## src/stc_pkg.sv

```systemverilog
// ============================================================================
// stc_pkg
// Shared types, opcodes and verb tables for the servo text command framer.
// ============================================================================
`default_nettype none

package stc_pkg;

    // Frame opcodes and fixed bytes.
    localparam logic [7:0] LEAD_BYTE       = 8'hAA;
    localparam logic [7:0] OP_SET_TARGET   = 8'h04;
    localparam logic [7:0] OP_SET_SPEED    = 8'h07;
    localparam logic [7:0] OP_SET_ACCEL    = 8'h09;
    localparam logic [7:0] OP_GET_POSITION = 8'h10;
    localparam logic [7:0] OP_GET_MOVING   = 8'h13;
    localparam logic [7:0] OP_GET_ERRORS   = 8'h21;
    localparam logic [7:0] OP_GO_HOME      = 8'h22;
    localparam logic [7:0] OP_STOP_SCRIPT  = 8'h24;
    localparam logic [7:0] OP_SUB          = 8'h27;
    localparam logic [7:0] OP_SUB_PARAM    = 8'h28;

    // Numeric limits.
    localparam logic [23:0] NUM_LIMIT = 24'd1000000;
    localparam logic [19:0] VAL14_MAX = 20'd16383;
    localparam logic [19:0] BYTE_MAX  = 20'd255;
    localparam logic [19:0] CHAN_MAX  = 20'd127;

    // Verb set.
    localparam int unsigned VERB_COUNT = 9;
    localparam logic [3:0]  VERB_DONE  = 4'd15;
    localparam logic [3:0]  VERB_LAST_POS = 4'd14;

    localparam logic [8:0] VC_SETTARGET   = 9'b000000001;
    localparam logic [8:0] VC_SETSPEED    = 9'b000000010;
    localparam logic [8:0] VC_SETACCEL    = 9'b000000100;
    localparam logic [8:0] VC_GOHOME      = 9'b000001000;
    localparam logic [8:0] VC_STOPSCRIPT  = 9'b000010000;
    localparam logic [8:0] VC_SUB         = 9'b000100000;
    localparam logic [8:0] VC_GETPOSITION = 9'b001000000;
    localparam logic [8:0] VC_GETMOVING   = 9'b010000000;
    localparam logic [8:0] VC_GETERRORS   = 9'b100000000;

    // Frame descriptor handed from the parser to the serializer.
    typedef struct packed {
        logic       rejected;
        logic [2:0] len;
        logic [7:0] dev;
        logic [7:0] op;
        logic [7:0] arg;
        logic [7:0] lo;
        logic [7:0] hi;
    } stc_frame_t;

    // Length of each verb.
    function automatic logic [3:0] verb_len(input logic [3:0] idx);
        logic [3:0] len;
        case (idx)
            4'd0:    len = 4'd9;
            4'd1:    len = 4'd8;
            4'd2:    len = 4'd8;
            4'd3:    len = 4'd6;
            4'd4:    len = 4'd10;
            4'd5:    len = 4'd3;
            4'd6:    len = 4'd11;
            4'd7:    len = 4'd14;
            4'd8:    len = 4'd9;
            default: len = 4'd0;
        endcase
        return len;
    endfunction

    // Verb text, right aligned, first character in the highest used byte.
    function automatic logic [111:0] verb_word(input logic [3:0] idx);
        logic [111:0] w;
        case (idx)
            4'd0:    w = 112'("settarget");
            4'd1:    w = 112'("setspeed");
            4'd2:    w = 112'("setaccel");
            4'd3:    w = 112'("gohome");
            4'd4:    w = 112'("stopscript");
            4'd5:    w = 112'("sub");
            4'd6:    w = 112'("getposition");
            4'd7:    w = 112'("getmovingstate");
            4'd8:    w = 112'("geterrors");
            default: w = '0;
        endcase
        return w;
    endfunction

    // True when verb idx has character c at position pos.
    function automatic logic verb_hit(input logic [3:0] idx, input logic [3:0] pos,
                                      input logic [7:0] c);
        logic [111:0] w;
        logic [3:0]   len;
        logic [3:0]   sh;
        logic [7:0]   ch;
        w   = verb_word(idx);
        len = verb_len(idx);
        sh  = len - pos - 4'd1;
        ch  = w[{sh, 3'b000} +: 8];
        return (pos < len) && (ch == c);
    endfunction

endpackage

`default_nettype wire

```

## src/stc_cmd_if.sv

```systemverilog
// ============================================================================
// stc_cmd_if
// Command character channel: one character or end mark per word.
// ============================================================================
`default_nettype none

interface stc_cmd_if;
    logic       valid;
    logic       ready;
    logic [7:0] char_code;
    logic       end_of_command;

    modport source (output valid, output char_code, output end_of_command, input ready);
    modport sink   (input valid, input char_code, input end_of_command, output ready);
endinterface

`default_nettype wire

```

## src/stc_frame_if.sv

```systemverilog
// ============================================================================
// stc_frame_if
// Frame byte channel: one frame byte or reject per word.
// ============================================================================
`default_nettype none

interface stc_frame_if;
    logic       valid;
    logic       ready;
    logic [7:0] frame_byte;
    logic       last_byte;
    logic       rejected;

    modport source (output valid, output frame_byte, output last_byte, output rejected,
                    input ready);
    modport sink   (input valid, input frame_byte, input last_byte, input rejected,
                    output ready);
endinterface

`default_nettype wire

```

## src/stc_front.sv

```systemverilog
// ============================================================================
// stc_front
// Character parser: tracks fields, numbers and verb match, and on the end
// mark builds a frame descriptor for the queue.
// ============================================================================
`default_nettype none

module stc_front (
    input  wire logic             clk,
    input  wire logic             rst_n,
    stc_cmd_if.sink               cmd,
    input  wire logic             q_full,
    output logic                  push,
    output stc_pkg::stc_frame_t   desc
);
    import stc_pkg::*;

    logic        at_start_reg,     at_start_next;
    logic [1:0]  field_number_reg, field_number_next;
    logic [1:0]  field_mode_reg,   field_mode_next;
    logic        comma_seen_reg,   comma_seen_next;
    logic [1:0]  legacy_phase_reg, legacy_phase_next;
    logic [3:0]  legacy_id_reg,    legacy_id_next;
    logic [7:0]  legacy_seq_reg,   legacy_seq_next;
    logic        legacy_bad_reg,   legacy_bad_next;
    logic [19:0] fv_reg [4];
    logic [19:0] fv_next [4];
    logic [3:0]  fnum_reg,         fnum_next;
    logic [8:0]  cand_reg,         cand_next;
    logic [3:0]  vpos_reg,         vpos_next;
    logic        nul_reg,          nul_next;

    logic        accept;
    logic [7:0]  c;
    logic [7:0]  c_low;
    logic        is_dig;
    logic [3:0]  dig;
    logic [8:0]  len_mask;
    logic [8:0]  hit_mask;
    logic [8:0]  cand_eff;
    logic [19:0] fv_cur;
    logic [23:0] fv_mul;
    logic [11:0] seq_mul;

    assign cmd.ready = !q_full;
    assign accept    = cmd.valid && cmd.ready;
    assign push      = accept && cmd.end_of_command;
    assign c         = cmd.char_code;
    assign is_dig    = (c >= 8'h30) && (c <= 8'h39);
    assign dig       = c[3:0];
    assign c_low     = ((c >= 8'h41) && (c <= 8'h5A)) ? (c + 8'd32) : c;
    assign fv_cur    = fv_reg[field_number_reg];
    assign fv_mul    = {1'b0, fv_cur, 3'b000} + {3'b000, fv_cur, 1'b0} + {20'd0, dig};
    assign seq_mul   = {1'b0, legacy_seq_reg, 3'b000} + {3'b000, legacy_seq_reg, 1'b0}
                     + {8'd0, dig};

    // Verb masks: lengths equal to the current position, and character hits.
    always_comb
    begin
        for (int i = 0; i < VERB_COUNT; i++)
        begin
            len_mask[i] = (verb_len(4'(i)) == vpos_reg);
            hit_mask[i] = verb_hit(4'(i), vpos_reg, c_low);
        end
    end

    // Per-character state update.
    always_comb
    begin
        at_start_next     = at_start_reg;
        field_number_next = field_number_reg;
        field_mode_next   = field_mode_reg;
        comma_seen_next   = comma_seen_reg;
        legacy_phase_next = legacy_phase_reg;
        legacy_id_next    = legacy_id_reg;
        legacy_seq_next   = legacy_seq_reg;
        legacy_bad_next   = legacy_bad_reg;
        fv_next           = fv_reg;
        fnum_next         = fnum_reg;
        cand_next         = cand_reg;
        vpos_next         = vpos_reg;
        nul_next          = nul_reg;
        if (accept)
        begin
            if (cmd.end_of_command)
            begin
                at_start_next     = 1'b1;
                field_number_next = 2'd0;
                field_mode_next   = 2'd0;
                comma_seen_next   = 1'b0;
                legacy_phase_next = 2'd0;
                legacy_id_next    = 4'd0;
                legacy_seq_next   = 8'd0;
                legacy_bad_next   = 1'b0;
                for (int i = 0; i < 4; i++)
                begin
                    fv_next[i] = 20'd0;
                end
                fnum_next         = 4'd0;
                cand_next         = '1;
                vpos_next         = 4'd0;
                nul_next          = 1'b0;
            end
            else if (!nul_reg)
            begin
                if (c == 8'h00)
                begin
                    nul_next = 1'b1;
                end
                else if (!(at_start_reg && (c == 8'h4D || c == 8'h6D)))
                begin
                    at_start_next = 1'b0;
                    // Legacy form tracking.
                    if (legacy_phase_reg == 2'd0)
                    begin
                        if (is_dig)
                        begin
                            legacy_id_next    = dig;
                            legacy_phase_next = 2'd1;
                        end
                        else
                        begin
                            legacy_bad_next   = 1'b1;
                            legacy_phase_next = 2'd2;
                        end
                    end
                    else if (legacy_phase_reg == 2'd1)
                    begin
                        if (is_dig)
                        begin
                            if (seq_mul > 12'(BYTE_MAX))
                            begin
                                legacy_bad_next   = 1'b1;
                                legacy_phase_next = 2'd2;
                            end
                            else
                            begin
                                legacy_seq_next = seq_mul[7:0];
                            end
                        end
                        else
                        begin
                            legacy_phase_next = 2'd2;
                        end
                    end
                    if (c == 8'h2C)
                    begin
                        // Comma closes the field.
                        comma_seen_next = 1'b1;
                        if (field_number_reg == 2'd1 && vpos_reg != VERB_DONE)
                        begin
                            cand_next = cand_reg & len_mask;
                            vpos_next = VERB_DONE;
                        end
                        if (field_number_reg != 2'd3)
                        begin
                            field_number_next = field_number_reg + 2'd1;
                            field_mode_next   = 2'd0;
                        end
                        else
                        begin
                            field_mode_next = 2'd2;
                        end
                    end
                    else
                    begin
                        // Verb matching on the second field.
                        if (field_number_reg == 2'd1 && vpos_reg != VERB_DONE
                            && cand_reg != 9'd0)
                        begin
                            if (c == 8'h20)
                            begin
                                cand_next = cand_reg & len_mask;
                                vpos_next = VERB_DONE;
                            end
                            else if (vpos_reg < VERB_LAST_POS)
                            begin
                                cand_next = cand_reg & hit_mask;
                                vpos_next = vpos_reg + 4'd1;
                            end
                            else
                            begin
                                cand_next = 9'd0;
                            end
                        end
                        // Number accumulation for the current field.
                        if (field_mode_reg == 2'd0)
                        begin
                            if (c != 8'h20)
                            begin
                                if (is_dig)
                                begin
                                    fv_next[field_number_reg]      = {16'd0, dig};
                                    fnum_next[field_number_reg]    = 1'b1;
                                    field_mode_next                = 2'd1;
                                end
                                else
                                begin
                                    field_mode_next = 2'd2;
                                end
                            end
                        end
                        else if (field_mode_reg == 2'd1)
                        begin
                            if (is_dig)
                            begin
                                if (fv_mul > NUM_LIMIT)
                                begin
                                    fnum_next[field_number_reg] = 1'b0;
                                    fv_next[field_number_reg]   = 20'd0;
                                    field_mode_next             = 2'd2;
                                end
                                else
                                begin
                                    fv_next[field_number_reg] = fv_mul[19:0];
                                end
                            end
                            else
                            begin
                                field_mode_next = 2'd2;
                            end
                        end
                    end
                end
                else
                begin
                    at_start_next = 1'b0;
                end
            end
        end
    end

    // Subroutine frame, with or without a parameter.
    function automatic stc_frame_t sub_frame(input logic [7:0] dev, input logic [19:0] n,
                                             input logic pnum, input logic [19:0] p);
        stc_frame_t f;
        f          = '0;
        f.rejected = 1'b1;
        f.len      = 3'd1;
        if (n <= BYTE_MAX)
        begin
            if (pnum)
            begin
                if (p <= VAL14_MAX)
                begin
                    f.rejected = 1'b0;
                    f.len      = 3'd6;
                    f.dev      = dev;
                    f.op       = OP_SUB_PARAM;
                    f.arg      = n[7:0];
                    f.lo       = {1'b0, p[6:0]};
                    f.hi       = {1'b0, p[13:7]};
                end
            end
            else
            begin
                f.rejected = 1'b0;
                f.len      = 3'd4;
                f.dev      = dev;
                f.op       = OP_SUB;
                f.arg      = n[7:0];
            end
        end
        return f;
    endfunction

    // A verb still open at the end mark is closed here.
    assign cand_eff = (field_number_reg == 2'd1 && vpos_reg != VERB_DONE) ?
                      (cand_reg & len_mask) : cand_reg;

    // Frame build from the state before the end mark.
    always_comb
    begin
        desc          = '0;
        desc.rejected = 1'b1;
        desc.len      = 3'd1;
        if (!comma_seen_reg)
        begin
            if (legacy_phase_reg != 2'd0 && !legacy_bad_reg)
            begin
                desc.rejected = 1'b0;
                desc.len      = 3'd4;
                desc.dev      = {4'd0, legacy_id_reg};
                desc.op       = OP_SUB;
                desc.arg      = legacy_seq_reg;
            end
        end
        else if (fnum_reg[0] && fv_reg[0] <= CHAN_MAX)
        begin
            if (fnum_reg[1])
            begin
                desc = sub_frame(fv_reg[0][7:0], fv_reg[1], fnum_reg[2], fv_reg[2]);
            end
            else
            begin
                unique case (cand_eff) inside
                    VC_SETTARGET, VC_SETSPEED, VC_SETACCEL:
                    begin
                        if (fnum_reg[2] && fnum_reg[3] && fv_reg[2] <= CHAN_MAX &&
                            ((cand_eff == VC_SETACCEL) ? (fv_reg[3] <= BYTE_MAX)
                                                       : (fv_reg[3] <= VAL14_MAX)))
                        begin
                            desc.rejected = 1'b0;
                            desc.len      = 3'd6;
                            desc.dev      = fv_reg[0][7:0];
                            desc.op       = (cand_eff == VC_SETTARGET) ? OP_SET_TARGET :
                                            (cand_eff == VC_SETSPEED)  ? OP_SET_SPEED  :
                                                                         OP_SET_ACCEL;
                            desc.arg      = fv_reg[2][7:0];
                            desc.lo       = {1'b0, fv_reg[3][6:0]};
                            desc.hi       = {1'b0, fv_reg[3][13:7]};
                        end
                    end
                    VC_GOHOME, VC_STOPSCRIPT, VC_GETMOVING, VC_GETERRORS:
                    begin
                        desc.rejected = 1'b0;
                        desc.len      = 3'd3;
                        desc.dev      = fv_reg[0][7:0];
                        desc.op       = (cand_eff == VC_GOHOME)     ? OP_GO_HOME     :
                                        (cand_eff == VC_STOPSCRIPT) ? OP_STOP_SCRIPT :
                                        (cand_eff == VC_GETMOVING)  ? OP_GET_MOVING  :
                                                                      OP_GET_ERRORS;
                    end
                    VC_SUB:
                    begin
                        if (fnum_reg[2])
                        begin
                            desc = sub_frame(fv_reg[0][7:0], fv_reg[2], fnum_reg[3],
                                             fv_reg[3]);
                        end
                    end
                    VC_GETPOSITION:
                    begin
                        if (fnum_reg[2] && fv_reg[2] <= CHAN_MAX)
                        begin
                            desc.rejected = 1'b0;
                            desc.len      = 3'd4;
                            desc.dev      = fv_reg[0][7:0];
                            desc.op       = OP_GET_POSITION;
                            desc.arg      = fv_reg[2][7:0];
                        end
                    end
                    default:
                    begin
                        desc.rejected = 1'b1;
                    end
                endcase
            end
        end
    end

    // State registers.
    always_ff @(posedge clk or negedge rst_n)
    begin
        if (!rst_n)
        begin
            at_start_reg     <= 1'b1;
            field_number_reg <= 2'd0;
            field_mode_reg   <= 2'd0;
            comma_seen_reg   <= 1'b0;
            legacy_phase_reg <= 2'd0;
            legacy_id_reg    <= 4'd0;
            legacy_seq_reg   <= 8'd0;
            legacy_bad_reg   <= 1'b0;
            for (int i = 0; i < 4; i++)
            begin
                fv_reg[i] <= 20'd0;
            end
            fnum_reg         <= 4'd0;
            cand_reg         <= '1;
            vpos_reg         <= 4'd0;
            nul_reg          <= 1'b0;
        end
        else
        begin
            at_start_reg     <= at_start_next;
            field_number_reg <= field_number_next;
            field_mode_reg   <= field_mode_next;
            comma_seen_reg   <= comma_seen_next;
            legacy_phase_reg <= legacy_phase_next;
            legacy_id_reg    <= legacy_id_next;
            legacy_seq_reg   <= legacy_seq_next;
            legacy_bad_reg   <= legacy_bad_next;
            fv_reg           <= fv_next;
            fnum_reg         <= fnum_next;
            cand_reg         <= cand_next;
            vpos_reg         <= vpos_next;
            nul_reg          <= nul_next;
        end
    end

endmodule

`default_nettype wire

```

## src/stc_queue.sv

```systemverilog
// ============================================================================
// stc_queue
// Two-entry queue of frame descriptors between parser and serializer.
// ============================================================================
`default_nettype none

module stc_queue (
    input  wire logic             clk,
    input  wire logic             rst_n,
    input  wire logic             push,
    input  stc_pkg::stc_frame_t   push_desc,
    input  wire logic             pop,
    output stc_pkg::stc_frame_t   head,
    output logic                  empty,
    output logic                  full,
    output logic [1:0]            count
);
    import stc_pkg::*;

    stc_frame_t  mem_reg [2];
    logic        wr_ptr_reg, wr_ptr_next;
    logic        rd_ptr_reg, rd_ptr_next;
    logic [1:0]  count_reg,  count_next;

    assign head  = mem_reg[rd_ptr_reg];
    assign empty = (count_reg == 2'd0);
    assign full  = (count_reg == 2'd2);
    assign count = count_reg;

    // Pointer and occupancy update.
    always_comb
    begin
        wr_ptr_next = push ? !wr_ptr_reg : wr_ptr_reg;
        rd_ptr_next = pop  ? !rd_ptr_reg : rd_ptr_reg;
        count_next  = count_reg + {1'b0, push} - {1'b0, pop};
    end

    always_ff @(posedge clk or negedge rst_n)
    begin
        if (!rst_n)
        begin
            wr_ptr_reg <= 1'b0;
            rd_ptr_reg <= 1'b0;
            count_reg  <= 2'd0;
        end
        else
        begin
            wr_ptr_reg <= wr_ptr_next;
            rd_ptr_reg <= rd_ptr_next;
            count_reg  <= count_next;
        end
    end

    // Entry storage.
    always_ff @(posedge clk)
    begin
        if (push)
        begin
            mem_reg[wr_ptr_reg] <= push_desc;
        end
    end

endmodule

`default_nettype wire

```

## src/stc_back.sv

```systemverilog
// ============================================================================
// stc_back
// Serializer: sends the head descriptor out one byte per word through an
// output register.
// ============================================================================
`default_nettype none

module stc_back (
    input  wire logic             clk,
    input  wire logic             rst_n,
    input  stc_pkg::stc_frame_t   head,
    input  wire logic             empty,
    output logic                  pop,
    stc_frame_if.source           frame
);
    import stc_pkg::*;

    logic [2:0] idx_reg,   idx_next;
    logic       valid_reg, valid_next;
    logic [7:0] byte_reg;
    logic       last_reg;
    logic       rej_reg;
    logic       load;
    logic       is_last;
    logic [7:0] sel;

    assign load    = !empty && (!valid_reg || frame.ready);
    assign is_last = (idx_reg == head.len - 3'd1);
    assign pop     = load && is_last;

    // Byte select within the frame.
    always_comb
    begin
        case (idx_reg)
            3'd0:    sel = head.rejected ? 8'h00 : LEAD_BYTE;
            3'd1:    sel = head.dev;
            3'd2:    sel = head.op;
            3'd3:    sel = head.arg;
            3'd4:    sel = head.lo;
            3'd5:    sel = head.hi;
            default: sel = 8'h00;
        endcase
    end

    always_comb
    begin
        idx_next   = load ? (is_last ? 3'd0 : idx_reg + 3'd1) : idx_reg;
        valid_next = load ? 1'b1 : (frame.ready ? 1'b0 : valid_reg);
    end

    always_ff @(posedge clk or negedge rst_n)
    begin
        if (!rst_n)
        begin
            idx_reg   <= 3'd0;
            valid_reg <= 1'b0;
        end
        else
        begin
            idx_reg   <= idx_next;
            valid_reg <= valid_next;
        end
    end

    // Output payload register.
    always_ff @(posedge clk)
    begin
        if (load)
        begin
            byte_reg <= sel;
            last_reg <= is_last;
            rej_reg  <= head.rejected;
        end
    end

    assign frame.valid      = valid_reg;
    assign frame.frame_byte = byte_reg;
    assign frame.last_byte  = last_reg;
    assign frame.rejected   = rej_reg;

endmodule

`default_nettype wire

```

## src/servo_text_command_to_frame_core.sv

```systemverilog
// ============================================================================
// servo_text_command_to_frame_core
// Turns a text servo command into a serial controller frame or a reject.
// ============================================================================
// Usage:
//   cmd carries one character per word; a word with end_of_command set closes
//   the command and its character is ignored. frame carries the result: the
//   3, 4 or 6 bytes of a frame with last_byte on the final one, or a single
//   word with rejected and last_byte set and a zero byte.
//   Characters are taken one per cycle while the queue is not full. On the end
//   mark the parser builds a frame descriptor in the same cycle and pushes it
//   into a two-entry queue; the first byte then passes from the queue head
//   through the output register onto frame. The serializer sends one byte per
//   cycle while the receiver takes them, and pops the queue head with the last
//   byte of a frame; cmd.ready drops only while both queue entries are in use.
//   Reset empties the queue and the output register and clears the parser.
//   When the receiver stalls, the output word holds and the queue fills.
// ============================================================================
`default_nettype none

module servo_text_command_to_frame_core (
    input  wire logic   clk,
    input  wire logic   rst_n,
    stc_cmd_if.sink     cmd,
    stc_frame_if.source frame
);
    import stc_pkg::*;

    stc_frame_t push_desc;
    stc_frame_t head;
    logic       push;
    logic       pop;
    logic       empty;
    logic       full;
    logic [1:0] count;

    stc_front u_front (
        .clk    (clk),
        .rst_n  (rst_n),
        .cmd    (cmd),
        .q_full (full),
        .push   (push),
        .desc   (push_desc)
    );

    stc_queue u_queue (
        .clk       (clk),
        .rst_n     (rst_n),
        .push      (push),
        .push_desc (push_desc),
        .pop       (pop),
        .head      (head),
        .empty     (empty),
        .full      (full),
        .count     (count)
    );

    stc_back u_back (
        .clk   (clk),
        .rst_n (rst_n),
        .head  (head),
        .empty (empty),
        .pop   (pop),
        .frame (frame)
    );

    // The queue never holds more than two descriptors.
    a_count_bound: assert property (@(posedge clk) disable iff (!rst_n)
        count != 2'd3)
        else $error("frame queue overflow");

    // A pushed descriptor is present on the next cycle.
    a_push_lands: assert property (@(posedge clk) disable iff (!rst_n)
        push |=> count != 2'd0)
        else $error("pushed frame lost");

    // A reject is always a single final word.
    a_reject_last: assert property (@(posedge clk) disable iff (!rst_n)
        (frame.valid && frame.rejected) |-> (frame.last_byte && frame.frame_byte == 8'h00))
        else $error("reject word malformed");

endmodule

`default_nettype wire
```

## src/flat_wrapper.sv

```systemverilog
// flat-port wrapper written by rule: the top's interface ports become plain ports
module servo_text_command_to_frame_core_flat import stc_pkg::*;
  (clk, rst_n, cmd_valid, cmd_char_code, cmd_end_of_command, cmd_ready, frame_valid, frame_frame_byte, frame_last_byte, frame_rejected, frame_ready);
  stc_cmd_if cmd_i ();
  stc_frame_if frame_i ();
  input  wire logic clk;
  input  wire logic rst_n;
  input wire logic [$bits(cmd_i.valid)-1:0] cmd_valid;
  input wire logic [$bits(cmd_i.char_code)-1:0] cmd_char_code;
  input wire logic [$bits(cmd_i.end_of_command)-1:0] cmd_end_of_command;
  output wire logic [$bits(cmd_i.ready)-1:0] cmd_ready;
  output wire logic [$bits(frame_i.valid)-1:0] frame_valid;
  output wire logic [$bits(frame_i.frame_byte)-1:0] frame_frame_byte;
  output wire logic [$bits(frame_i.last_byte)-1:0] frame_last_byte;
  output wire logic [$bits(frame_i.rejected)-1:0] frame_rejected;
  input wire logic [$bits(frame_i.ready)-1:0] frame_ready;
  assign cmd_i.valid = cmd_valid;
  assign cmd_i.char_code = cmd_char_code;
  assign cmd_i.end_of_command = cmd_end_of_command;
  assign cmd_ready = cmd_i.ready;
  assign frame_valid = frame_i.valid;
  assign frame_frame_byte = frame_i.frame_byte;
  assign frame_last_byte = frame_i.last_byte;
  assign frame_rejected = frame_i.rejected;
  assign frame_i.ready = frame_ready;
  servo_text_command_to_frame_core u_core (.clk(clk), .rst_n(rst_n), .cmd(cmd_i), .frame(frame_i));
endmodule
```

## config.mk

```make
export PLATFORM = sky130hd
export DESIGN_NAME = servo_text_command_to_frame_core_flat
export DESIGN_NICKNAME = d
export VERILOG_FILES = /design/src/stc_pkg.sv /design/src/stc_cmd_if.sv /design/src/stc_frame_if.sv /design/src/stc_front.sv /design/src/stc_queue.sv /design/src/stc_back.sv /design/src/servo_text_command_to_frame_core.sv /design/src/flat_wrapper.sv
export SDC_FILE = /design/constraint.sdc
export NUM_CORES = 1
export LEC_CHECK = 0
export BUFFER_PORTS_ARGS = -buffer_cell sky130_fd_sc_hd__buf_2
export CORE_UTILIZATION = 58
export CTS_CLUSTER_SIZE = 25
export DETAILED_ROUTE_END_ITERATION = 6
export PLACE_DENSITY_LB_ADDON = 0.12
export SLEW_MARGIN = 30
export SYNTH_ARGS = -nofsm -noshare
export SYNTH_HDL_FRONTEND = slang
export SYNTH_SLANG_ARGS = --single-unit
```

## constraint.sdc

```tcl
create_clock -name clk -period 4.86 [get_ports clk]
set_clock_uncertainty 0.05 [all_clocks]
set_input_delay 0.972 -clock clk [delete_from_list [all_inputs] [get_ports clk]]
set_output_delay 0.972 -clock clk [all_outputs]
set_load 0.02 [all_outputs]
```

==> results_dict.tcl <==
set metrics [dict create \
    yosysTopAreaCellShare_pct 20.5 \
    worst_pin_slew_ns 0.851 \
    drtIter0Drc 1383 \
    die_y_um 159 \
    critPathMaxFanout 52 \
    post-route-util_pct 66.8 \
    max_cap_viol_count 0 \
    syn_area_um2 14200 \
    detail-route-antenna-nets 0 \
    cts.clk_slew.worst_paths_ns 0.06 \
    synth-seq-area-share_pct 41.4 \
    fill_cells 1885 \
    root_buffer "clkbuf_16" \
    routedWlPerCell_um 21.3 \
    diodes 0 \
    placed_area_um2 15000 \
    clock_latency_ns 0.54 \
    gr-total-overflow 0 \
    antenna_found_initial 0 \
    multi_input_area_um2 7820 \
    area.growth.synth_to_final_pct 11.4 \
    fin_cells 1876 \
    setup_ws_ns 0.225 \
    r2r-end "u_core.u_front.fv_reg[73]" \
    dp_cells 1830 \
    cp-startpoint "u_core.u_front.field_number_reg[0]" \
    first_global_vias 11500 \
    drv_slew 0 \
    rsz0062_at_grt "true" \
    syn_inst 1496 \
    async_flop_share_pct 58.5 \
    drive_gt1_share_pct 13.0 \
    regToRegSetupSlack_ns 0.23 \
    ys_warn_count 0 \
    avgSynthCellArea_um2 9.52 \
    grt_max_degree 59 \
    maxSlewHeadroom_pct 42.7 \
    detail_route.vias_per_cell 6.45 \
    core-area_um2 23800 \
    nets 1642 \
    pwr_density_cell_nw_per_um2 575 \
    crit_end "u_core.u_front.fv_reg[73]" \
    synth_area_leaders "dfrtp_1 (21%), edfxtp_1 (19%), ha_1 (7.6%), nand2_1 (5.7%), o21ai_0 (4.1%)" \
    cts_tree "built" \
    synth_edf_count 90 \
    synth.distinct_cells 83 \
    r2r-start "u_core.u_front.field_number_reg[0]" \
    die_x_um 159 \
    fin_area_um2 15900 \
    dpl.hpwl_um 29200 \
    ys.flop_type "dfrtp_1" \
    drcViolationCount 0 \
    h-tree-depth 1 \
    setup_violations 0 \
    cts_buffers 25 \
    grt_pass1_wl_um 63800 \
    start_util_pct 60.0 \
    required_ns 5.24 \
    die_area_um2 25200 \
    hold_viol 0 \
    criticalPathCategory "reg2reg" \
    worstRegToRegCells 15 \
    cts_buffer_depth 3 \
    place_ws_ns -0.0193 \
    ys_seq_elements 217 \
    power.leakage_nw 6.60 \
    endpoint_kind "flip-flop" \
    wl_um 39900 \
    period_needed_ns 4.63 \
    io_pins 25 \
    fin_crit_sh_pct 95.4 \
    dr.pass1.iters 5 \
    regArea_um2 5900 \
    synth_largest_area_cell "dfrtp_1" \
    numPortBuffers 24 \
    vias 12100 \
    grt.total_usage_pct 31.6 \
    rows 56 \
    hold_path_class "in2async" \
    status "finished, final reports clean" \
    arrival_ns 5.01 \
    max-vdd-ir-drop_v 0.000422 \
    gp_congestion 0.965 \
    max_freq_mhz 216 \
    cts.sinks 217 \
    startpoint_type "flip-flop" \
]
-- layer usage --
metal	global-route usage (%)	part of all wire, %	up-vias
li1	-	-	5638
met1	43.6	43	5870
met3	4.00	6.6	93
met2	51.1	47	494
met4	11.7	3.9	0
met5	0	0	-
-- worst max-delay path, stage by stage, from the launching register on --
cell and delay (ns):
dfrtp_2 0.49, buf_4 0.22, mux4_2 0.57, ha_1 0.32, ha_1 0.39, o211ai_1 0.14
o21ai_2 0.22, o21ai_1 0.12, buf_4 0.16, a2111oi_0 0.44, o21ai_0 0.15, a31o_2 0.25
a211oi_4 0.36, nand3_4 0.12, buf_12 0.22, o31ai_1 0.28
-- area by class of cell --
class	instances	area share [%]
Sequential cell	217	37.1
Timing Repair Buffer	94	4.24
Clock inverter	18	1.40
Inverter	61	1.44
Clock buffer	28	4.01
Tap cell	319	2.51
Multi-Input combinational cell	1139	49.3
-- cell families after synthesis --
logic type / after synthesis / synth area share [%]
AOI/OAI and AO/OA: 458 / 21.3
buffers and inverters: 141 / 3.97
other: 1 / 0.0263
DFF: 217 / 41.4
and+or+nand+nor: 457 / 14.7
muxes: 60 / 6.09
adders and majority gates: 91 / 8.20
xor gates and xnor gates: 71 / 4.36
-- where the power goes --
group / switching, mW / internal (mW) / total [mW]
Sequential: 0.341 / 2.36 / 2.70
Combinational: 2.73 / 1.74 / 4.47
Clock: 0.788 / 1.17 / 1.96
Total: 3.86 / 5.27 / 9.13
-- synth_stat cells, drive strengths merged (25+ instances only) --
master	n
ha	87
edfxtp	90
nor3	27
xnor2	45
xor2	26
o31ai	47
nor2	87
a21oi	97
clkbuf	58
dfrtp	117
nand2	215
o21ai	125
inv	57
a22oi	25
mux2i	27
-- worst min path at each step --
stage | slack (ns) | from | end
4_1_cts | 0.33 | rst_n | u_core.u_queue.rd_ptr_reg
3_3_place_gp | 0.40 | u_core.u_front.at_start_reg | u_core.u_front.at_start_reg
2_1_floorplan | 0.39 | u_core.u_front.at_start_reg | u_core.u_front.at_start_reg
6_report | 0.33 | rst_n | u_core.u_back.idx_reg[2]
5_1_grt | 0.34 | rst_n | u_core.u_queue.count[1]
3_5_place_dp | 0.41 | u_core.u_front.at_start_reg | u_core.u_front.at_start_reg
-- metrics by stage --
step                      TNS (ns)  total power, mW  hold WS (ns)
after floorplan                  0             5.84         0.389
after global placement           0             7.00         0.401
after detailed placement   -0.0431             7.11         0.412
after CTS                        0             9.07         0.327
after global routing        -0.341             9.69         0.344
final                            0             9.13         0.328
-- placed cells by master, fill, tap and decap left out, types with 25 or more instances in the layout --
master,n
clkbuf_16,25
mux2i_1,27
nor2_1,85
ha_1,87
buf_4,69
nor3_1,26
nand2_1,215
dfrtp_1,115
o21ai_0,118
inv_1,56
a22oi_1,25
o31ai_1,47
xnor2_1,45
edfxtp_1,90
xor2_1,26
a21oi_1,95
-- timing repair --
action                                  4_1_cts  5_1_grt
gates resized for setup                       0        2
setup buffers                                 0        0
endpoints found under the setup margin        0       74
hold buffers                                  0        0
Power figures use the tool's default switching activity.
